`src/bftl_pkg.sv`:
```
`default_nettype none

package bftl_pkg;

	localparam int GLYPH_COUNT_DEF = 256;
	localparam int QUEUE_DEPTH     = 2;
	localparam int QUEUE_PTR_W     = $clog2(QUEUE_DEPTH);
	localparam int QUEUE_CNT_W     = $clog2(QUEUE_DEPTH + 1);

	localparam logic [7:0] CODE_SPACE   = 8'h20;
	localparam logic [7:0] CODE_NEWLINE = 8'h0A;

	localparam int CFG_IDX_W  = 2;
	localparam int CFG_DATA_W = 8;
	localparam logic [CFG_IDX_W-1:0] CFG_SPACE_ADVANCE = 2'd0;
	localparam logic [CFG_IDX_W-1:0] CFG_LINE_ADVANCE  = 2'd1;
	localparam logic [CFG_IDX_W-1:0] CFG_FONT_READY    = 2'd2;

	localparam int S_TDATA_W = 56;
	localparam int M_TDATA_W = 72;
	localparam int M_TUSER_W = 2;

	typedef enum logic [2:0] {
		OP_LOAD,
		OP_NOT_READY,
		OP_SPACE,
		OP_NEWLINE,
		OP_GLYPH
	} bftl_op_t;

	typedef struct packed {
		bftl_op_t    op;
		logic [7:0]  code;
		logic [7:0]  width;
		logic [15:0] origin_x;
		logic [15:0] origin_y;
		logic        first;
		logic        last;
	} bftl_item_t;

endpackage

`default_nettype wire

```
`src/bitmap_font_text_layout_top.sv`:
```
`default_nettype none

// Proportional bitmap font text layout. Load items fill the glyph width table,
// text items walk the pen across the string and produce one result each; every
// input item gives exactly one result. The block sustains one item per clock
// while the output is not stalled: the front stage reads the width table (a
// single-port memory with registered read) in the cycle an item is accepted, a
// two-entry queue follows, and the back stage updates the pen and measures with
// saturating adds. A result passes the front stage register, a queue slot and
// the output register. Table entries hold no reset value and must be loaded
// before text uses them. The user must make configuration writes only while no
// item is in flight; the block itself does not enforce it.
module bitmap_font_text_layout_top #(
	parameter int GLYPH_COUNT = bftl_pkg::GLYPH_COUNT_DEF
) (
	input  wire logic                                  clk,
	input  wire logic                                  arst_n,
	input  wire logic                                  s_tvalid,
	output logic                                       s_tready,
	// char_code[7:0], glyph_width[15:8], origin_x[31:16], origin_y[47:32],
	// first[48], zero fill[55:49]
	input  wire logic [bftl_pkg::S_TDATA_W-1:0]        s_tdata,
	// kind[0]
	input  wire logic                                  s_tuser,
	input  wire logic                                  s_tlast,
	output logic                                       m_tvalid,
	input  wire logic                                  m_tready,
	// glyph_code[7:0], pen_x[23:8], pen_y[39:24], text_width[55:40],
	// text_height[71:56]
	output logic [bftl_pkg::M_TDATA_W-1:0]             m_tdata,
	// draw[0], not_ready[1]
	output logic [bftl_pkg::M_TUSER_W-1:0]             m_tuser,
	output logic                                       m_tlast,
	input  wire logic                                  cfg_we,
	input  wire logic [bftl_pkg::CFG_IDX_W-1:0]        cfg_index,
	input  wire logic [bftl_pkg::CFG_DATA_W-1:0]       cfg_wdata
);
	import bftl_pkg::*;

	logic [7:0]  space_advance_q;
	logic [7:0]  line_advance_q;
	logic        font_ready_q;
	logic        push_valid, push_ready, pop_valid, pop_ready;
	bftl_item_t  push_item, pop_item;
	logic        draw, done_res, not_ready;
	logic [7:0]  glyph_code;
	logic [15:0] pen_x, pen_y, text_width, text_height;

	always_ff @(posedge clk or negedge arst_n) begin
		if (!arst_n) begin
			space_advance_q <= '0;
			line_advance_q  <= '0;
			font_ready_q    <= 1'b0;
		end else if (cfg_we) begin
			unique case (cfg_index)
				CFG_SPACE_ADVANCE: space_advance_q <= cfg_wdata[7:0];
				CFG_LINE_ADVANCE:  line_advance_q  <= cfg_wdata[7:0];
				CFG_FONT_READY:    font_ready_q    <= cfg_wdata[0];
				default: begin
				end
			endcase
		end
	end

	bftl_front #(
		.GLYPH_COUNT(GLYPH_COUNT)
	) u_front (
		.clk        (clk),
		.arst_n     (arst_n),
		.in_valid   (s_tvalid),
		.in_ready   (s_tready),
		.kind       (s_tuser),
		.char_code  (s_tdata[7:0]),
		.glyph_width(s_tdata[15:8]),
		.origin_x   (s_tdata[31:16]),
		.origin_y   (s_tdata[47:32]),
		.first      (s_tdata[48]),
		.last       (s_tlast),
		.font_ready (font_ready_q),
		.push_valid (push_valid),
		.push_ready (push_ready),
		.push_item  (push_item)
	);

	bftl_queue u_queue (
		.clk       (clk),
		.arst_n    (arst_n),
		.push_valid(push_valid),
		.push_ready(push_ready),
		.push_item (push_item),
		.pop_valid (pop_valid),
		.pop_ready (pop_ready),
		.pop_item  (pop_item)
	);

	bftl_back u_back (
		.clk          (clk),
		.arst_n       (arst_n),
		.pop_valid    (pop_valid),
		.pop_ready    (pop_ready),
		.pop_item     (pop_item),
		.space_advance(space_advance_q),
		.line_advance (line_advance_q),
		.out_valid    (m_tvalid),
		.out_ready    (m_tready),
		.draw         (draw),
		.glyph_code   (glyph_code),
		.pen_x        (pen_x),
		.pen_y        (pen_y),
		.text_width   (text_width),
		.text_height  (text_height),
		.done_res     (done_res),
		.not_ready    (not_ready)
	);

	assign m_tdata = {text_height, text_width, pen_y, pen_x, glyph_code};
	assign m_tuser = {not_ready, draw};
	assign m_tlast = done_res;

	// A refused text item carries nothing but its flag.
	a_not_ready_empty: assert property (@(posedge clk) disable iff (!arst_n)
		m_tvalid && m_tuser[1] |-> m_tdata == '0 && !m_tuser[0] && !m_tlast)
		else $error("not-ready result carries data");

	// Measures are only reported on the last character of a string.
	a_measures_on_last: assert property (@(posedge clk) disable iff (!arst_n)
		m_tvalid && !m_tlast |-> m_tdata[71:40] == '0)
		else $error("measures reported before the end of a string");

	// A glyph is only placed while the font is marked ready.
	a_draw_needs_font: assert property (@(posedge clk) disable iff (!arst_n)
		m_tvalid && m_tuser[0] |-> font_ready_q)
		else $error("glyph placed while font not ready");

endmodule

`default_nettype wire

```
`src/bftl_front.sv`:
```
`default_nettype none

module bftl_front #(
	parameter int GLYPH_COUNT = bftl_pkg::GLYPH_COUNT_DEF
) (
	input  wire logic               clk,
	input  wire logic               arst_n,
	input  wire logic               in_valid,
	output logic                    in_ready,
	input  wire logic               kind,
	input  wire logic [7:0]         char_code,
	input  wire logic [7:0]         glyph_width,
	input  wire logic [15:0]        origin_x,
	input  wire logic [15:0]        origin_y,
	input  wire logic               first,
	input  wire logic               last,
	input  wire logic               font_ready,
	output logic                    push_valid,
	input  wire logic               push_ready,
	output bftl_pkg::bftl_item_t    push_item
);
	import bftl_pkg::*;

	localparam int ADDR_W = $clog2(GLYPH_COUNT);

	logic [7:0]  width_mem [GLYPH_COUNT];
	logic        valid_s1;
	logic        kind_s1;
	logic        in_range_s1;
	logic [7:0]  code_s1;
	logic [7:0]  rdata_s1;
	logic [15:0] origin_x_s1;
	logic [15:0] origin_y_s1;
	logic        first_s1;
	logic        last_s1;
	logic        accept;
	logic        in_range;

	assign in_range = ({1'b0, char_code} < 9'(GLYPH_COUNT));
	assign in_ready = !valid_s1 || push_ready;
	assign accept   = in_valid && in_ready;

	// Loads and reads both happen at the accept edge, so an in-range load is always
	// in the table before any later item reads it.
	always_ff @(posedge clk) begin
		if (accept && !kind && in_range) begin
			width_mem[char_code[ADDR_W-1:0]] <= glyph_width;
		end
		if (accept && kind && in_range) begin
			rdata_s1 <= width_mem[char_code[ADDR_W-1:0]];
		end
	end

	always_ff @(posedge clk or negedge arst_n) begin
		if (!arst_n) begin
			valid_s1 <= 1'b0;
		end else if (accept) begin
			valid_s1 <= 1'b1;
		end else if (push_ready) begin
			valid_s1 <= 1'b0;
		end
	end

	always_ff @(posedge clk) begin
		if (accept) begin
			kind_s1     <= kind;
			in_range_s1 <= in_range;
			code_s1     <= char_code;
			origin_x_s1 <= origin_x;
			origin_y_s1 <= origin_y;
			first_s1    <= first;
			last_s1     <= last;
		end
	end

	always_comb begin
		push_item.code     = code_s1;
		push_item.width    = in_range_s1 ? rdata_s1 : 8'd0;
		push_item.origin_x = origin_x_s1;
		push_item.origin_y = origin_y_s1;
		push_item.first    = first_s1;
		push_item.last     = last_s1;
		if (!kind_s1) begin
			push_item.op = OP_LOAD;
		end else if (!font_ready) begin
			push_item.op = OP_NOT_READY;
		end else if (code_s1 == CODE_SPACE) begin
			push_item.op = OP_SPACE;
		end else if (code_s1 == CODE_NEWLINE) begin
			push_item.op = OP_NEWLINE;
		end else begin
			push_item.op = OP_GLYPH;
		end
	end

	assign push_valid = valid_s1;

endmodule

`default_nettype wire

```
`src/bftl_queue.sv`:
```
`default_nettype none

module bftl_queue (
	input  wire logic               clk,
	input  wire logic               arst_n,
	input  wire logic               push_valid,
	output logic                    push_ready,
	input  wire bftl_pkg::bftl_item_t push_item,
	output logic                    pop_valid,
	input  wire logic               pop_ready,
	output bftl_pkg::bftl_item_t    pop_item
);
	import bftl_pkg::*;

	bftl_item_t             slot_q [QUEUE_DEPTH];
	logic [QUEUE_PTR_W-1:0] wr_ptr_q;
	logic [QUEUE_PTR_W-1:0] rd_ptr_q;
	logic [QUEUE_CNT_W-1:0] count_q;
	logic                   push;
	logic                   pop;

	assign pop_valid  = (count_q != '0);
	assign pop        = pop_valid && pop_ready;
	assign push_ready = (count_q != QUEUE_CNT_W'(QUEUE_DEPTH)) || pop_ready;
	assign push       = push_valid && push_ready;
	assign pop_item   = slot_q[rd_ptr_q];

	always_ff @(posedge clk) begin
		if (push) begin
			slot_q[wr_ptr_q] <= push_item;
		end
	end

	always_ff @(posedge clk or negedge arst_n) begin
		if (!arst_n) begin
			wr_ptr_q <= '0;
			rd_ptr_q <= '0;
			count_q  <= '0;
		end else begin
			if (push) begin
				wr_ptr_q <= (wr_ptr_q == QUEUE_PTR_W'(QUEUE_DEPTH - 1)) ? '0 : wr_ptr_q + 1'b1;
			end
			if (pop) begin
				rd_ptr_q <= (rd_ptr_q == QUEUE_PTR_W'(QUEUE_DEPTH - 1)) ? '0 : rd_ptr_q + 1'b1;
			end
			if (push && !pop) begin
				count_q <= count_q + 1'b1;
			end else if (pop && !push) begin
				count_q <= count_q - 1'b1;
			end
		end
	end

endmodule

`default_nettype wire

```
`src/bftl_back.sv`:
```
`default_nettype none

module bftl_back (
	input  wire logic               clk,
	input  wire logic               arst_n,
	input  wire logic               pop_valid,
	output logic                    pop_ready,
	input  wire bftl_pkg::bftl_item_t pop_item,
	input  wire logic [7:0]         space_advance,
	input  wire logic [7:0]         line_advance,
	output logic                    out_valid,
	input  wire logic               out_ready,
	output logic                    draw,
	output logic [7:0]              glyph_code,
	output logic [15:0]             pen_x,
	output logic [15:0]             pen_y,
	output logic [15:0]             text_width,
	output logic [15:0]             text_height,
	output logic                    done_res,
	output logic                    not_ready
);
	import bftl_pkg::*;

	function automatic logic [15:0] sat_add_s16(input logic [15:0] a, input logic [8:0] b);
		logic [16:0] s;
		s = {a[15], a} + {8'd0, b};
		// A non-negative step can only run past the top of the range.
		return (!s[16] && s[15]) ? 16'h7FFF : s[15:0];
	endfunction

	function automatic logic [15:0] sat_add_u16(input logic [15:0] a, input logic [8:0] b);
		logic [16:0] s;
		s = {1'b0, a} + {8'd0, b};
		return s[16] ? 16'hFFFF : s[15:0];
	endfunction

	logic [15:0] pen_x_q, pen_y_q, line_start_x_q;
	logic [15:0] line_width_q, widest_line_q, height_sum_q;
	logic [15:0] px, py, lsx, lw, wl, hs;
	logic [15:0] px_n, py_n, lw_n, wl_n, hs_n;
	logic [8:0]  glyph_step;
	logic        pop;
	logic        text_item;

	logic        r_draw, r_done, r_not_ready;
	logic [7:0]  r_code;
	logic [15:0] r_pen_x, r_pen_y, r_width, r_height;

	assign pop_ready  = !out_valid || out_ready;
	assign pop        = pop_valid && pop_ready;
	assign glyph_step = {1'b0, pop_item.width} + 9'd1;
	assign text_item  = (pop_item.op == OP_SPACE) || (pop_item.op == OP_NEWLINE)
		|| (pop_item.op == OP_GLYPH);

	always_comb begin
		// Start of a string puts the pen at the origin and clears the measures.
		if (text_item && pop_item.first) begin
			px  = pop_item.origin_x;
			py  = pop_item.origin_y;
			lsx = pop_item.origin_x;
			lw  = '0;
			wl  = '0;
			hs  = '0;
		end else begin
			px  = pen_x_q;
			py  = pen_y_q;
			lsx = line_start_x_q;
			lw  = line_width_q;
			wl  = widest_line_q;
			hs  = height_sum_q;
		end
		px_n        = px;
		py_n        = py;
		lw_n        = lw;
		wl_n        = wl;
		hs_n        = hs;
		r_draw      = 1'b0;
		r_code      = '0;
		r_pen_x     = '0;
		r_pen_y     = '0;
		r_not_ready = 1'b0;
		unique case (pop_item.op)
			OP_LOAD: begin
			end
			OP_NOT_READY: begin
				r_not_ready = 1'b1;
			end
			OP_SPACE: begin
				px_n = sat_add_s16(px, {1'b0, space_advance});
				lw_n = sat_add_u16(lw, {1'b0, space_advance});
			end
			OP_NEWLINE: begin
				py_n = sat_add_s16(py, {1'b0, line_advance});
				px_n = lsx;
				hs_n = sat_add_u16(hs, {1'b0, line_advance});
				wl_n = (lw > wl) ? lw : wl;
				lw_n = '0;
			end
			OP_GLYPH: begin
				r_draw  = 1'b1;
				r_code  = pop_item.code;
				r_pen_x = px;
				r_pen_y = py;
				px_n    = sat_add_s16(px, glyph_step);
				lw_n    = sat_add_u16(lw, glyph_step);
			end
			default: begin
			end
		endcase
		r_done   = text_item && pop_item.last;
		r_width  = r_done ? ((lw_n > wl_n) ? lw_n : wl_n) : 16'd0;
		r_height = r_done ? hs_n : 16'd0;
	end

	always_ff @(posedge clk or negedge arst_n) begin
		if (!arst_n) begin
			pen_x_q        <= '0;
			pen_y_q        <= '0;
			line_start_x_q <= '0;
			line_width_q   <= '0;
			widest_line_q  <= '0;
			height_sum_q   <= '0;
		end else if (pop && text_item) begin
			pen_x_q        <= px_n;
			pen_y_q        <= py_n;
			line_start_x_q <= lsx;
			line_width_q   <= lw_n;
			widest_line_q  <= wl_n;
			height_sum_q   <= hs_n;
		end
	end

	always_ff @(posedge clk or negedge arst_n) begin
		if (!arst_n) begin
			out_valid <= 1'b0;
		end else if (pop) begin
			out_valid <= 1'b1;
		end else if (out_ready) begin
			out_valid <= 1'b0;
		end
	end

	always_ff @(posedge clk) begin
		if (pop) begin
			draw        <= r_draw;
			glyph_code  <= r_code;
			pen_x       <= r_pen_x;
			pen_y       <= r_pen_y;
			text_width  <= r_width;
			text_height <= r_height;
			done_res    <= r_done;
			not_ready   <= r_not_ready;
		end
	end

endmodule

`default_nettype wire

```
`config.mk`:
```
export PLATFORM = sky130hd
export DESIGN_NAME = bitmap_font_text_layout_top
export DESIGN_NICKNAME = d
export VERILOG_FILES = /design/src/bftl_pkg.sv /design/src/bitmap_font_text_layout_top.sv /design/src/bftl_front.sv /design/src/bftl_queue.sv /design/src/bftl_back.sv
export SDC_FILE = /design/constraint.sdc
export NUM_CORES = 2
export LEC_CHECK = 0
export BUFFER_PORTS_ARGS = -buffer_cell sky130_fd_sc_hd__buf_2
export CORE_ASPECT_RATIO = 1.4
export CORE_UTILIZATION = 33
export CTS_BUF_LIST = sky130_fd_sc_hd__clkbuf_4
export CTS_CLUSTER_DIAMETER = 100
export CTS_CLUSTER_SIZE = 14
export DETAILED_ROUTE_END_ITERATION = 16
export PLACE_DENSITY = 0.6
export SLEW_MARGIN = 20
export SYNTH_ARGS = -nofsm -noshare
export SYNTH_HDL_FRONTEND = slang
export SYNTH_HIERARCHICAL = 1
export SYNTH_SLANG_ARGS = --single-unit
```
`constraint.sdc`:
```
create_clock -name clk -period 7.1 [get_ports clk]
set_input_delay 0 -clock clk [delete_from_list [all_inputs] [get_ports clk]]
set_output_delay 0 -clock clk [all_outputs]
set_load 0.05 [all_outputs]
```
==> summary.txt <==
Status = complete, no violations
R2R setup slack = 0.64 ns
Reg2Reg Capture Point = u_back/text_width[7]
Arrival time worst endpoint = 7.55 ns
Worst-Margin Slew = 1.33 ns
Max Used Layer = met5
Met1 wire length = 95900 µm
Layout area overhead = 9.54%
Crit end category = register
Die W = 461 µm
Clock skew = 0.142 ns
Final WS setup = 0.636 ns
Synth area leader = edfxtp_1
CTS Hold Buffers Added = 173
GRT Util Overall = 16.6%
F_max = 155 MHz
Hpwl dp = 154000 µm
DRC errors left = 0
WP buf/inv = 2
Maximum root-to-sink buffer count = 4
Worst-Skew Late Latency = 1.33 ns
Clock transition at path regs = 0.14 ns
Clk sinks = 2399
Primary FF master, synth = edfxtp_1
Core Box Area = 0.293 mm²
Synth warn = 6
Ports = 150
Register area share after synthesis = 73.4%
Post-route setup TNS = 0 ns
Top post-synthesis cells by area = edfxtp_1 (70%), mux4_2 (12%), dfrtp_1 (3.1%)
RSZ-0062 raised after global routing = false
PwrDens = 279 mW/mm²
Vias in the first global route = 53000
Most common cell in the netlist = edfxtp_1
RD Place Congestion = 0.884
Synth top area share = 70.3%
Mapped Area = 0.0974 mm²
Total grt overflow = 0
Worst R2R Path Depth = 20
Worst min path class = input pin to register
Worst VDD drop = 0.240 mV
Share of post-route cells with drive strength above 1 = 20.9%
Type of the worst setup path = register to register
Worst R2R Start = u_queue/rd_ptr_q
Slew margin rel. = 10.0%
Drt wl/cell = 26.4 µm
EDFF count, synth = 2280
Largest net degree at the start of global routing = 175
Worst-path fanout max = 66
Crit-path leading delay family = compound AO/OA/AOI/OAI gates
Antenna viol nets, final = 0
Number of nets in the layout = 5757
Final setup vio count = 0
Global-route wire length before repair = 366000 µm
Via density = 5.38
Commonest cells in the netlist = edfxtp_1 (2280), mux4_2 (512), nor2_1 (390)
Max_cap viols = 0
Synth Register Bits = 2399
IO buf count = 142
Fin. Hold Viols = 0
Initial core utilization = 33.2%
Wire length on met2 = 131000 µm
Hold EP = u_front/origin_y_s1[13]
Die H = 645 µm
Final WL = 252000 µm
Final Cycle Share = 91.0%
Router iterations before antenna repair = 6
CTS root buf = clkbuf_4
Power Total = 0.0298 W
Dpl cells = 9138
Crit path cell chain = mux2_2, and4bb_1, nor2_4, buf_4, nand2_1, ha_1, nor2b_1, o311a_1, o31a_1, o31a_1, buf_4, mux2_2, ha_1, a2111oi_0, o21ai_0, a31o_2, a21oi_1, o22ai_1, or3_1, a21oi_1
Synth Instances = 5285
CP Launch Point = u_queue/rd_ptr_q
Critical path data required time = 8.18 ns
Hold depth = 3
Slowest CP cell = buf_4
Initial DRC Count = 5250
Minimum clock period = 6.46 ns
Cell variety after synth = 101
Post-CTS sizing = 0
Ys async rst share = 4.96%
CTS H-tree lvls = 4
CP startpoint kind = register
Leak pwr = 33.1 nW
Mean Syn Cell Area = 18.4 µm²
Syn Nets = 5439
DP Worst Slack = 0.715 ns
Initial antenna violation count = 14
Final Non-Filler Cells = 9555
Fill cell count = 27100
Die ar. = 0.297 mm²
Worst hold path startpoint = s_tdata[45]
CP peak stage delay = 0.67 ns
Rows = 235
DR vias = 51400
TritonCTS clock tree = yes
Met3 WL post-DR = 14400 µm
Slew Limit Fails = 0
CTS Buf Count = 199
Post CTS Setup Buffer Count = 0
cells by family (layout without fill, tap and decap cells):
group | Yosys count | in the layout | share of synthesized area, %
xor gates and xnor gates | 63 | 63 | 0.567
muxes | 650 | 650 | 13.4
and+or+nand+nor | 864 | 864 | 4.01
adders and majority gates | 85 | 85 | 1.11
AOI/OAI and AO/OA | 848 | 848 | 5.81
buffers and inverters | 376 | 730 | 1.72
other | 0 | 6 | 0
DFF | 2399 | 2399 | 73.4
registers in the layout, summed over array words and instances (netlist names), 16 cells and up:
| register | cells |
|---|---|
| u_back/height_sum_q | 16 |
| u_back/line_start_x_q | 16 |
| u_back/line_width_q | 16 |
| u_back/pen_x | 16 |
| u_back/pen_x_q | 16 |
| u_back/pen_y | 16 |
| u_back/pen_y_q | 16 |
| u_back/text_height | 16 |
| u_back/text_width | 16 |
| u_back/widest_line_q | 16 |
| u_front/origin_x_s1 | 16 |
| u_front/origin_y_s1 | 16 |
| u_front/width_mem | 2048 |
| u_queue/slot_q | 106 |
cell type report:
class / count / area [µm²] / area share (%)
tap: 3910 / 4890 / 4.59
clock inverter: 10 / 131 / 0.123
antenna: 6 / 15.0 / 0.0141
multi-input combinational: 2510 / 24400 / 22.9
timing repair buffer: 434 / 3830 / 3.59
inverter: 59 / 221 / 0.208
clock buffer: 227 / 1700 / 1.60
sequential: 2399 / 71400 / 67.0
cells in the final DEF, fill, tap and decap left out, drive strengths merged, types with 14 or more instances in the layout:
cell type / synthesis / layout
a211oi: 22 / 22
a21o: 20 / 20
a21oi: 257 / 257
a22oi: 258 / 258
a31oi: 19 / 19
and2: 24 / 24
and3: 27 / 27
buf: 132 / 270
clkbuf: 185 / 227
dfrtp: 119 / 119
dlygate4sd3: 0 / 164
edfxtp: 2280 / 2280
ha: 77 / 77
inv: 59 / 62
mux2: 104 / 104
mux2i: 34 / 34
mux4: 512 / 512
nand2: 223 / 223
nand2b: 14 / 14
nand3: 45 / 45
nand4: 26 / 26
nor2: 392 / 392
nor2b: 25 / 25
nor3: 26 / 26
o21a: 18 / 18
o21ai: 100 / 100
o22ai: 18 / 18
o41ai: 34 / 34
xnor2: 47 / 47
xor2: 16 / 16
where the power goes:
group,switching [W],total [W],internal (W)
clock,0.00421,0.00576,0.00155
sequential,0.000354,0.0166,0.0162
combinational,0.00494,0.00749,0.00255
metrics by stage:
stage	area (µm²)	hold WS [ns]	util (%)
after floorplan	97400	-0.296	-
after global placement	103000	0.0822	35.1
after detailed placement	103000	0.0846	35.1
after CTS	107000	0.000489	36.4
after global routing	107000	0.0286	36.4
final	107000	0.133	36.4
worst register-to-register path: stages, from the launching register on:
cell	delay [ns]
dfrtp_2	0.46
mux2_2	0.45
and4bb_1	0.28
nor2_4	0.15
buf_4	0.67
nand2_1	0.19
ha_1	0.32
nor2b_1	0.14
o311a_1	0.32
o31a_1	0.30
o31a_1	0.31
buf_4	0.21
mux2_2	0.33
ha_1	0.32
a2111oi_0	0.39
o21ai_0	0.15
a31o_2	0.25
a21oi_1	0.21
o22ai_1	0.28
or3_1	0.39
a21oi_1	0.18
per-layer routing:
metal  up-vias  global-route usage (%)
li1      22000                       -
met1     27100                    19.9
met2      1863                    29.8
met3       491                    2.40
met4        10                    6.54
met5         -                       0
worst max-delay path by stage:
stage                                 end  depth (start not counted)  slack (ns)
global route         u_back/text_width[7]                         22        0.27
floorplan           u_back/text_width[10]                         34        0.18
CTS                  u_back/text_width[7]                         20        0.66
global placement     u_back/text_width[6]                         21        0.69
finish               u_back/text_width[7]                         20        0.64
detailed placement   u_back/text_width[7]                         20        0.71
Note: power is estimated with default switching activity, not from simulation.
